`src/design/srs_pkg.sv`:
```
// shared widths, constants and types for the sample run statistics block
package srs_pkg;

  localparam int unsigned MaxSamples = 65536;
  localparam int unsigned SampleBits = 12;

  localparam int unsigned CountW = $clog2(MaxSamples + 1);
  localparam int unsigned SumW   = SampleBits + $clog2(MaxSamples);
  localparam int unsigned SqW    = 2 * SampleBits + $clog2(MaxSamples);

  localparam int unsigned MulAW  = CountW + SampleBits;
  localparam int unsigned MulPW  = MulAW + SampleBits;
  localparam int unsigned VarW   = SqW + 2;

  localparam int unsigned DivW    = SqW;
  localparam int unsigned DivCntW = $clog2(DivW);

  localparam int unsigned RootW   = SampleBits;
  localparam int unsigned RadW    = 2 * RootW;
  localparam int unsigned RootCntW = $clog2(RootW);

  typedef struct packed {
    logic [CountW-1:0]     count;
    logic [SumW-1:0]       sum;
    logic [SqW-1:0]        sumsq;
    logic [SampleBits-1:0] min;
    logic [SampleBits-1:0] max;
    logic                  ovf;
  } run_t;

  localparam run_t RunClear = '{
    count: '0,
    sum:   '0,
    sumsq: '0,
    min:   '1,
    max:   '0,
    ovf:   1'b0
  };

endpackage

```
`src/design/srs_acc.sv`:
```
// run accumulator: count, sum, sum of squares, minimum, maximum, overflow flag
module srs_acc (
  input  logic          clk_i,
  input  logic          rst_ni,
  input  logic          en_i,
  input  logic          clr_i,
  input  logic [11:0]   sample_i,
  output srs_pkg::run_t run_o
);
  import srs_pkg::*;

  logic [SampleBits-1:0]   x;
  logic [2*SampleBits-1:0] x_sq;
  run_t                    run_q, run_d;

  assign x    = sample_i[SampleBits-1:0];
  assign x_sq = x * x;

  always_comb begin
    run_d = run_q;
    if (clr_i) begin
      run_d = RunClear;
    end else if (en_i) begin
      if (run_q.count == CountW'(MaxSamples)) begin
        run_d.ovf = 1'b1;
      end else begin
        run_d.count = run_q.count + CountW'(1);
        run_d.sum   = run_q.sum + SumW'(x);
        run_d.sumsq = run_q.sumsq + SqW'(x_sq);
        if (x < run_q.min) run_d.min = x;
        if (x > run_q.max) run_d.max = x;
      end
    end
  end

  always_ff @(posedge clk_i or negedge rst_ni) begin
    if (!rst_ni) begin
      run_q <= RunClear;
    end else begin
      run_q <= run_d;
    end
  end

  assign run_o = run_q;

endmodule

```
`src/design/srs_div.sv`:
```
// restoring divider, one quotient bit per cycle
module srs_div (
  input  logic                       clk_i,
  input  logic                       rst_ni,
  input  logic                       start_i,
  input  logic [srs_pkg::DivW-1:0]   dividend_i,
  input  logic [srs_pkg::CountW-1:0] divisor_i,
  output logic [srs_pkg::DivW-1:0]   quotient_o,
  output logic                       done_o
);
  import srs_pkg::*;

  logic               busy_q, done_q;
  logic [DivCntW-1:0] cnt_q;
  logic [DivW-1:0]    work_q;
  logic [CountW-1:0]  rem_q;
  logic [CountW-1:0]  div_q;
  logic [CountW:0]    rem_sh;
  logic [CountW+1:0]  diff;
  logic               ge;
  logic [CountW-1:0]  rem_nxt;

  assign rem_sh  = {rem_q, work_q[DivW-1]};
  assign diff    = {1'b0, rem_sh} - {2'b00, div_q};
  assign ge      = !diff[CountW+1];
  assign rem_nxt = ge ? diff[CountW-1:0] : rem_sh[CountW-1:0];

  always_ff @(posedge clk_i or negedge rst_ni) begin
    if (!rst_ni) begin
      busy_q <= 1'b0;
      done_q <= 1'b0;
      cnt_q  <= '0;
      work_q <= '0;
      rem_q  <= '0;
      div_q  <= '0;
    end else begin
      done_q <= 1'b0;
      if (start_i) begin
        busy_q <= 1'b1;
        cnt_q  <= DivCntW'(DivW - 1);
        work_q <= dividend_i;
        rem_q  <= '0;
        div_q  <= divisor_i;
      end else if (busy_q) begin
        work_q <= {work_q[DivW-2:0], ge};
        rem_q  <= rem_nxt;
        cnt_q  <= cnt_q - DivCntW'(1);
        if (cnt_q == '0) begin
          busy_q <= 1'b0;
          done_q <= 1'b1;
        end
      end
    end
  end

  assign quotient_o = work_q;
  assign done_o     = done_q;

endmodule

```
`src/design/srs_sqrt.sv`:
```
// integer square root, one root bit per cycle
module srs_sqrt (
  input  logic                      clk_i,
  input  logic                      rst_ni,
  input  logic                      start_i,
  input  logic [srs_pkg::RadW-1:0]  radicand_i,
  output logic [srs_pkg::RootW-1:0] root_o,
  output logic                      done_o
);
  import srs_pkg::*;

  logic                busy_q, done_q;
  logic [RootCntW-1:0] cnt_q;
  logic [RadW-1:0]     rad_q;
  logic [RootW-1:0]    root_q;
  logic [RootW+1:0]    rem_q;
  logic [RootW+3:0]    rem_sh;
  logic [RootW+4:0]    diff;
  logic                ge;

  assign rem_sh = {rem_q, rad_q[RadW-1:RadW-2]};
  assign diff   = {1'b0, rem_sh} - (RootW+5)'({root_q, 2'b01});
  assign ge     = !diff[RootW+4];

  always_ff @(posedge clk_i or negedge rst_ni) begin
    if (!rst_ni) begin
      busy_q <= 1'b0;
      done_q <= 1'b0;
      cnt_q  <= '0;
      rad_q  <= '0;
      root_q <= '0;
      rem_q  <= '0;
    end else begin
      done_q <= 1'b0;
      if (start_i) begin
        busy_q <= 1'b1;
        cnt_q  <= RootCntW'(RootW - 1);
        rad_q  <= radicand_i;
        root_q <= '0;
        rem_q  <= '0;
      end else if (busy_q) begin
        rad_q  <= {rad_q[RadW-3:0], 2'b00};
        root_q <= {root_q[RootW-2:0], ge};
        rem_q  <= ge ? diff[RootW+1:0] : rem_sh[RootW+1:0];
        cnt_q  <= cnt_q - RootCntW'(1);
        if (cnt_q == '0) begin
          busy_q <= 1'b0;
          done_q <= 1'b1;
        end
      end
    end
  end

  assign root_o = root_q;
  assign done_o = done_q;

endmodule

```
`src/design/sample_run_statistics.sv`:
```
// top level: run statistics with shared multiplier, divider and root sequencer
//
// A sample beat is taken at a rising edge with start high and busy low; each
// beat carries one 12-bit unsigned sample and last_sample, which closes the run.
// Samples that do not close the run are absorbed one per cycle: busy stays low.
// A beat with last_sample set raises busy while the block computes the mean
// (shared restoring divider, one bit a cycle), the sum of squared deviations
// (one shared multiplier over three steps), that sum over the count (divider
// again) and its square root (one root bit a cycle).
// result_valid_o pulses for one cycle after the root is done, with mean,
// minimum, maximum, deviation, sample_count and count_overflow; in that
// same cycle busy is low again, so the next sample beat can be taken.
// Samples beyond the maximum count only set count_overflow.
// The receiver cannot stall: the result is shown for a single cycle only.
// Reset clears the run totals and the sequencer; no result is pending.
module sample_run_statistics (
  input  logic        clk_i,
  input  logic        rst_ni,
  input  logic        start,
  output logic        busy,
  input  logic [11:0] sample_i,
  input  logic        last_sample_i,
  output logic        result_valid_o,
  output logic [11:0] mean_o,
  output logic [11:0] minimum_o,
  output logic [11:0] maximum_o,
  output logic [10:0] deviation_o,
  output logic [16:0] sample_count_o,
  output logic        count_overflow_o
);
  import srs_pkg::*;

  typedef enum logic [3:0] {
    S_IDLE,
    S_MEAN_GO,
    S_MEAN_WAIT,
    S_MUL_CM,
    S_MUL_CMM,
    S_MUL_MS,
    S_VAR_GO,
    S_VAR_WAIT,
    S_ROOT_GO,
    S_ROOT_WAIT
  } state_e;

  state_e                state_q;
  run_t                  run;
  logic                  acc_en, acc_clr;
  logic                  div_start, div_done;
  logic [DivW-1:0]       div_dividend, div_quot;
  logic                  sqrt_start, sqrt_done;
  logic [RootW-1:0]      root;
  logic [SampleBits-1:0] mean_q;
  logic [MulPW-1:0]      prod_q;
  logic [VarW-1:0]       var_q;
  logic [MulAW-1:0]      mul_a;
  logic [MulPW-1:0]      mul_p;
  logic                  valid_q;
  logic [11:0]           mean_out_q, min_out_q, max_out_q;
  logic [10:0]           dev_out_q;
  logic [16:0]           count_out_q;
  logic                  ovf_out_q;

  assign busy       = (state_q != S_IDLE);
  assign acc_en     = start && !busy;
  assign acc_clr    = (state_q == S_ROOT_WAIT) && sqrt_done;
  assign div_start  = (state_q == S_MEAN_GO) || (state_q == S_VAR_GO);
  assign sqrt_start = (state_q == S_ROOT_GO);
  assign div_dividend = (state_q == S_MEAN_GO) ? DivW'(run.sum) : var_q[DivW-1:0];

  always_comb begin
    unique case (state_q)
      S_MUL_CM:  mul_a = MulAW'(run.count);
      S_MUL_CMM: mul_a = prod_q[MulAW-1:0];
      S_MUL_MS:  mul_a = MulAW'(run.sum);
      default:   mul_a = '0;
    endcase
  end

  assign mul_p = MulPW'(mul_a) * MulPW'(mean_q);

  srs_acc u_acc (
    .clk_i    (clk_i),
    .rst_ni   (rst_ni),
    .en_i     (acc_en),
    .clr_i    (acc_clr),
    .sample_i (sample_i),
    .run_o    (run)
  );

  srs_div u_div (
    .clk_i      (clk_i),
    .rst_ni     (rst_ni),
    .start_i    (div_start),
    .dividend_i (div_dividend),
    .divisor_i  (run.count),
    .quotient_o (div_quot),
    .done_o     (div_done)
  );

  srs_sqrt u_sqrt (
    .clk_i      (clk_i),
    .rst_ni     (rst_ni),
    .start_i    (sqrt_start),
    .radicand_i (div_quot[RadW-1:0]),
    .root_o     (root),
    .done_o     (sqrt_done)
  );

  always_ff @(posedge clk_i or negedge rst_ni) begin
    if (!rst_ni) begin
      state_q     <= S_IDLE;
      valid_q     <= 1'b0;
      mean_q      <= '0;
      prod_q      <= '0;
      var_q       <= '0;
      mean_out_q  <= '0;
      min_out_q   <= '0;
      max_out_q   <= '0;
      dev_out_q   <= '0;
      count_out_q <= '0;
      ovf_out_q   <= 1'b0;
    end else begin
      valid_q <= 1'b0;
      unique case (state_q)
        S_IDLE: begin
          if (acc_en && last_sample_i) state_q <= S_MEAN_GO;
        end
        S_MEAN_GO: begin
          state_q <= S_MEAN_WAIT;
        end
        S_MEAN_WAIT: begin
          if (div_done) begin
            mean_q  <= div_quot[SampleBits-1:0];
            state_q <= S_MUL_CM;
          end
        end
        S_MUL_CM: begin
          prod_q  <= mul_p;
          state_q <= S_MUL_CMM;
        end
        S_MUL_CMM: begin
          var_q   <= VarW'(run.sumsq) + VarW'(mul_p);
          state_q <= S_MUL_MS;
        end
        S_MUL_MS: begin
          var_q   <= var_q - (VarW'(mul_p) << 1);
          state_q <= S_VAR_GO;
        end
        S_VAR_GO: begin
          state_q <= S_VAR_WAIT;
        end
        S_VAR_WAIT: begin
          if (div_done) state_q <= S_ROOT_GO;
        end
        S_ROOT_GO: begin
          state_q <= S_ROOT_WAIT;
        end
        S_ROOT_WAIT: begin
          if (sqrt_done) begin
            mean_out_q  <= 12'(mean_q);
            min_out_q   <= 12'(run.min);
            max_out_q   <= 12'(run.max);
            dev_out_q   <= root[10:0];
            count_out_q <= 17'(run.count);
            ovf_out_q   <= run.ovf;
            valid_q     <= 1'b1;
            state_q     <= S_IDLE;
          end
        end
        default: begin
          state_q <= S_IDLE;
        end
      endcase
    end
  end

  assign result_valid_o   = valid_q;
  assign mean_o           = mean_out_q;
  assign minimum_o        = min_out_q;
  assign maximum_o        = max_out_q;
  assign deviation_o      = dev_out_q;
  assign sample_count_o   = count_out_q;
  assign count_overflow_o = ovf_out_q;

endmodule

```
`config.mk`:
```
export PLATFORM = sky130hd
export DESIGN_NAME = sample_run_statistics
export DESIGN_NICKNAME = d
export VERILOG_FILES = /design/src/design/srs_pkg.sv /design/src/design/srs_acc.sv /design/src/design/srs_div.sv /design/src/design/srs_sqrt.sv /design/src/design/sample_run_statistics.sv
export SDC_FILE = /design/constraint.sdc
export NUM_CORES = 2
export LEC_CHECK = 0
export BUFFER_PORTS_ARGS = -buffer_cell sky130_fd_sc_hd__buf_2
export CORE_ASPECT_RATIO = 1.25
export CORE_MARGIN = 10
export CORE_UTILIZATION = 36
export CTS_CLUSTER_DIAMETER = 150
export DETAILED_ROUTE_END_ITERATION = 16
export HOLD_SLACK_MARGIN = 0.03
export PLACE_DENSITY_LB_ADDON = 0.12
export SETUP_SLACK_MARGIN = 0.02
export SYNTH_ARGS = -nofsm -noshare
export SYNTH_HDL_FRONTEND = slang
export SYNTH_SLANG_ARGS = --single-unit
```
`constraint.sdc`:
```
create_clock -name clk_i -period 10.2 [get_ports clk_i]
set_input_delay 1.02 -clock clk_i [delete_from_list [all_inputs] [get_ports clk_i]]
set_output_delay 1.02 -clock clk_i [all_outputs]
set_load 0.02 [all_outputs]
```
==> metrics.txt <==
status finished, final reports clean; Final Setup Violations 0; Leak 21.6 nW; Mapped Nets 5072; area share of fa/ha/maj cells after synthesis 28.8%; first-pass GRT wire length about 180000 µm; synthesized area 38300 µm²; Final GP Congestion 0.884; Post-synth EDFFs 0; H-tree level count 2; Multi-input gate area around 26000 µm²; unrepaired setup endpoints after global routing false; core box area 105000 µm²; initial core utilization between 30% and 40%; critical path endpoint category flip-flop; DRT iter0 DRCs 1627; Clock transition at path regs 0.07 ns; Worst R2R Setup Slack 0.60 ns; # DRC 0; maximum fanout along the worst path 8; die outline width 312 µm; Slew Viols, Final 0; die area roughly 120000 µm²; CP dominant cell by count fa_1; clk sinks 399; area delta synth->final 10.6%; TritonRoute pass-1 iters 5; ANT cells 0; measured slew at the worst slew-check pin 1.11 ns; power density over the cells approximately 110 nW/µm²; CTS root buf clkbuf_16; Post-DRT Antenna Nets 0; worst reg2reg path endpoint var_q[39]; Yosys warning count 0; Max-Cap Viols 0; Worst EP arrival 10.08 ns; post-DP HPWL 86400 µm; Fillers approximately 11000; area share of and/or/nand/nor cells after synthesis 16.3%; Rel. slew slack 25.2%; IR Drop Worst-Case VDD 0.110 mV; Tot GR Track Use between 10% and 20%; Min-Delay Path Class in -> async; clk_lat worst skew just over 0.6 ns; Seq cells post-synth 399; row count approximately 130; Synth Instances 4397; Hold Vio Cnt, Final 0; Total Nets Final around 5100; Synth Area in Compound Gates 14.5%; CP Class reg -> reg; Largest stage delay, worst path between 0.5 and 0.6 ns; routed via count 29600; initial antenna violation count 0; largest family of logic cells by synthesized area adder cells; Worst R2R Path Depth 39; Final WS setup ~0.60 ns; synthesized area per cell 8.71 µm²; mux contribution to synthesized area under 10%; Achievable Freq 104 MHz; min Tclk post-route between 9 and 10 ns; CP required 10.68 ns; grt ovf 0; WL/cell about 19 µm; IO Pins between 80 and 90; Worst setup SP type flip-flop; CTS tree built; Slowest-stage cell, CP fa_1; Core Util, Final 40.2%; Setup TNS 0 ns; period utilization 94.1%; largest net degree at the start of global routing 132; reg2reg start state_q[1]; register area about 10000 µm²; worst-case clock buffer depth 3; skew final ~0.026 ns; Distinct cells, synth 79; die height between 300 and 400 µm; share of synthesized registers carrying an async set or reset 100%; total wire length 111000 µm; PortBufs 82; XOR/XNOR share of the synthesized area between 4 and 5%; layout cells sized above 1 7.98%; Via density 5.04; pre-CTS setup slack 0.133 ns; CTS buffer count 48; most frequent cells in the layout nand2_1, inv_1, dfrtp_1; Seq/Total Area, Yosys 26.1%; most common cell after layout, fill and taps aside nand2_1; vias in the first global route 30500; most used flip-flop cell after synthesis dfrtp_1; WHS roughly 0.38 ns
-- per-stage QoR --
stage,cell area [µm²],power (W),std cells
2_1_floorplan,38300,0.00248,4397
5_1_grt,42400,0.00485,5877
3_5_place_dp,40500,0.00272,5782
6_report,42400,0.00455,5877
3_3_place_gp,40500,0.00272,5782
4_1_cts,42200,0.00464,5869
-- flip-flops by register name (all words and copies together) (netlist names), 4 cells and up --
signal            count
u_acc.run_o         110
u_div.quotient_o     40
var_q                40
prod_q               29
u_sqrt.rad_q         24
sample_count_o       17
u_div.div_q          17
u_div.rem_q          17
u_sqrt.rem_q         14
maximum_o            12
mean_o               12
mean_q               12
minimum_o            12
u_sqrt.root_o        12
deviation_o          11
u_div.cnt_q           6
state_q               4
u_sqrt.cnt_q          4
-- area by class of cell --
| cell class | instances | share of cell area (%) |
|---|---|---|
| Inverter | 564 | 5.00 |
| Clock inverter | 32 | 1.03 |
| Tap cell | 1417 | 4.19 |
| Timing Repair Buffer | 184 | 2.86 |
| Sequential cell | 399 | 23.6 |
| Clock buffer | 55 | 3.02 |
| Multi-Input combinational cell | 3226 | 60.3 |
-- routing by layer --
layer	vias up	global-route usage, %	wire length, µm	part of all wire [%]
met1	14600	24.9	51500	46
met4	0	5.26	3070	2.8
met5	-	0	0	0
met3	124	1.72	3370	3.0
met2	396	31.5	52900	48
li1	14500	-	-	-
-- cell usage after synthesis, types with 24 or more instances --
cell / number / area share [%]
a21o_1: 79 / 1.5
xnor2_1: 108 / 2.5
a21oi_1: 183 / 2.4
nand2_1: 705 / 6.9
fa_1: 372 / 19
a211oi_1: 42 / 0.82
inv_1: 559 / 5.5
mux2i_1: 81 / 2.1
xor2_1: 70 / 1.6
a31oi_1: 32 / 0.52
ha_1: 287 / 9.4
o21ai_0: 335 / 4.4
nor3_1: 43 / 0.56
nor2_1: 261 / 2.6
clkbuf_1: 191 / 1.9
and3_1: 37 / 0.60
nand3_1: 97 / 1.3
nand2b_1: 36 / 0.59
o21bai_1: 24 / 0.47
and2_1: 117 / 1.9
o211ai_1: 25 / 0.49
dfrtp_1: 387 / 25
-- critical path, delay by kind of cell (launching register included) --
kind	cells	cell delay, ns
AO/OA/AOI/OAI	13	3.07
flip-flops	1	0.41
XOR/XNOR	2	0.32
adder cells (fa/ha/maj)	7	3.18
multiplexers	1	0.18
AND/OR/NAND/NOR	8	1.34
buffers and inverters	8	0.94
-- repair_timing --
action | CTS | global route
endpoints found under the setup margin | 0 | 3
hold buffers | 0 | 0
gates resized for setup | 0 | 16
buffers inserted | 0 | 8
-- worst max-delay path by stage --
stage / startpoint / endpoint / depth (start not counted)
2_1_floorplan: state_q[3] / var_q[39] / 42
3_3_place_gp: state_q[3] / var_q[39] / 39
3_5_place_dp: state_q[3] / var_q[39] / 40
4_1_cts: state_q[3] / var_q[39] / 40
5_1_grt: state_q[3] / var_q[39] / 40
6_report: state_q[1] / var_q[39] / 39
-- kinds of logic after synthesis --
kind of cell,Yosys count
simple gates,1401
compound gates,890
fa+ha+maj,659
xor+xnor,178
mux,98
flops,399
buf+inv,772
-- report_power, final --
group | total (W) | internal, W | switching, W
Sequential | 0.00158 | 0.00158 | 0
Clock | 0.00188 | 0.00111 | 0.000763
Combinational | 0.00109 | 0.000473 | 0.000621
Total | 0.00455 | 0.00317 | 0.00138
Note: power is estimated with default switching activity, not from simulation.
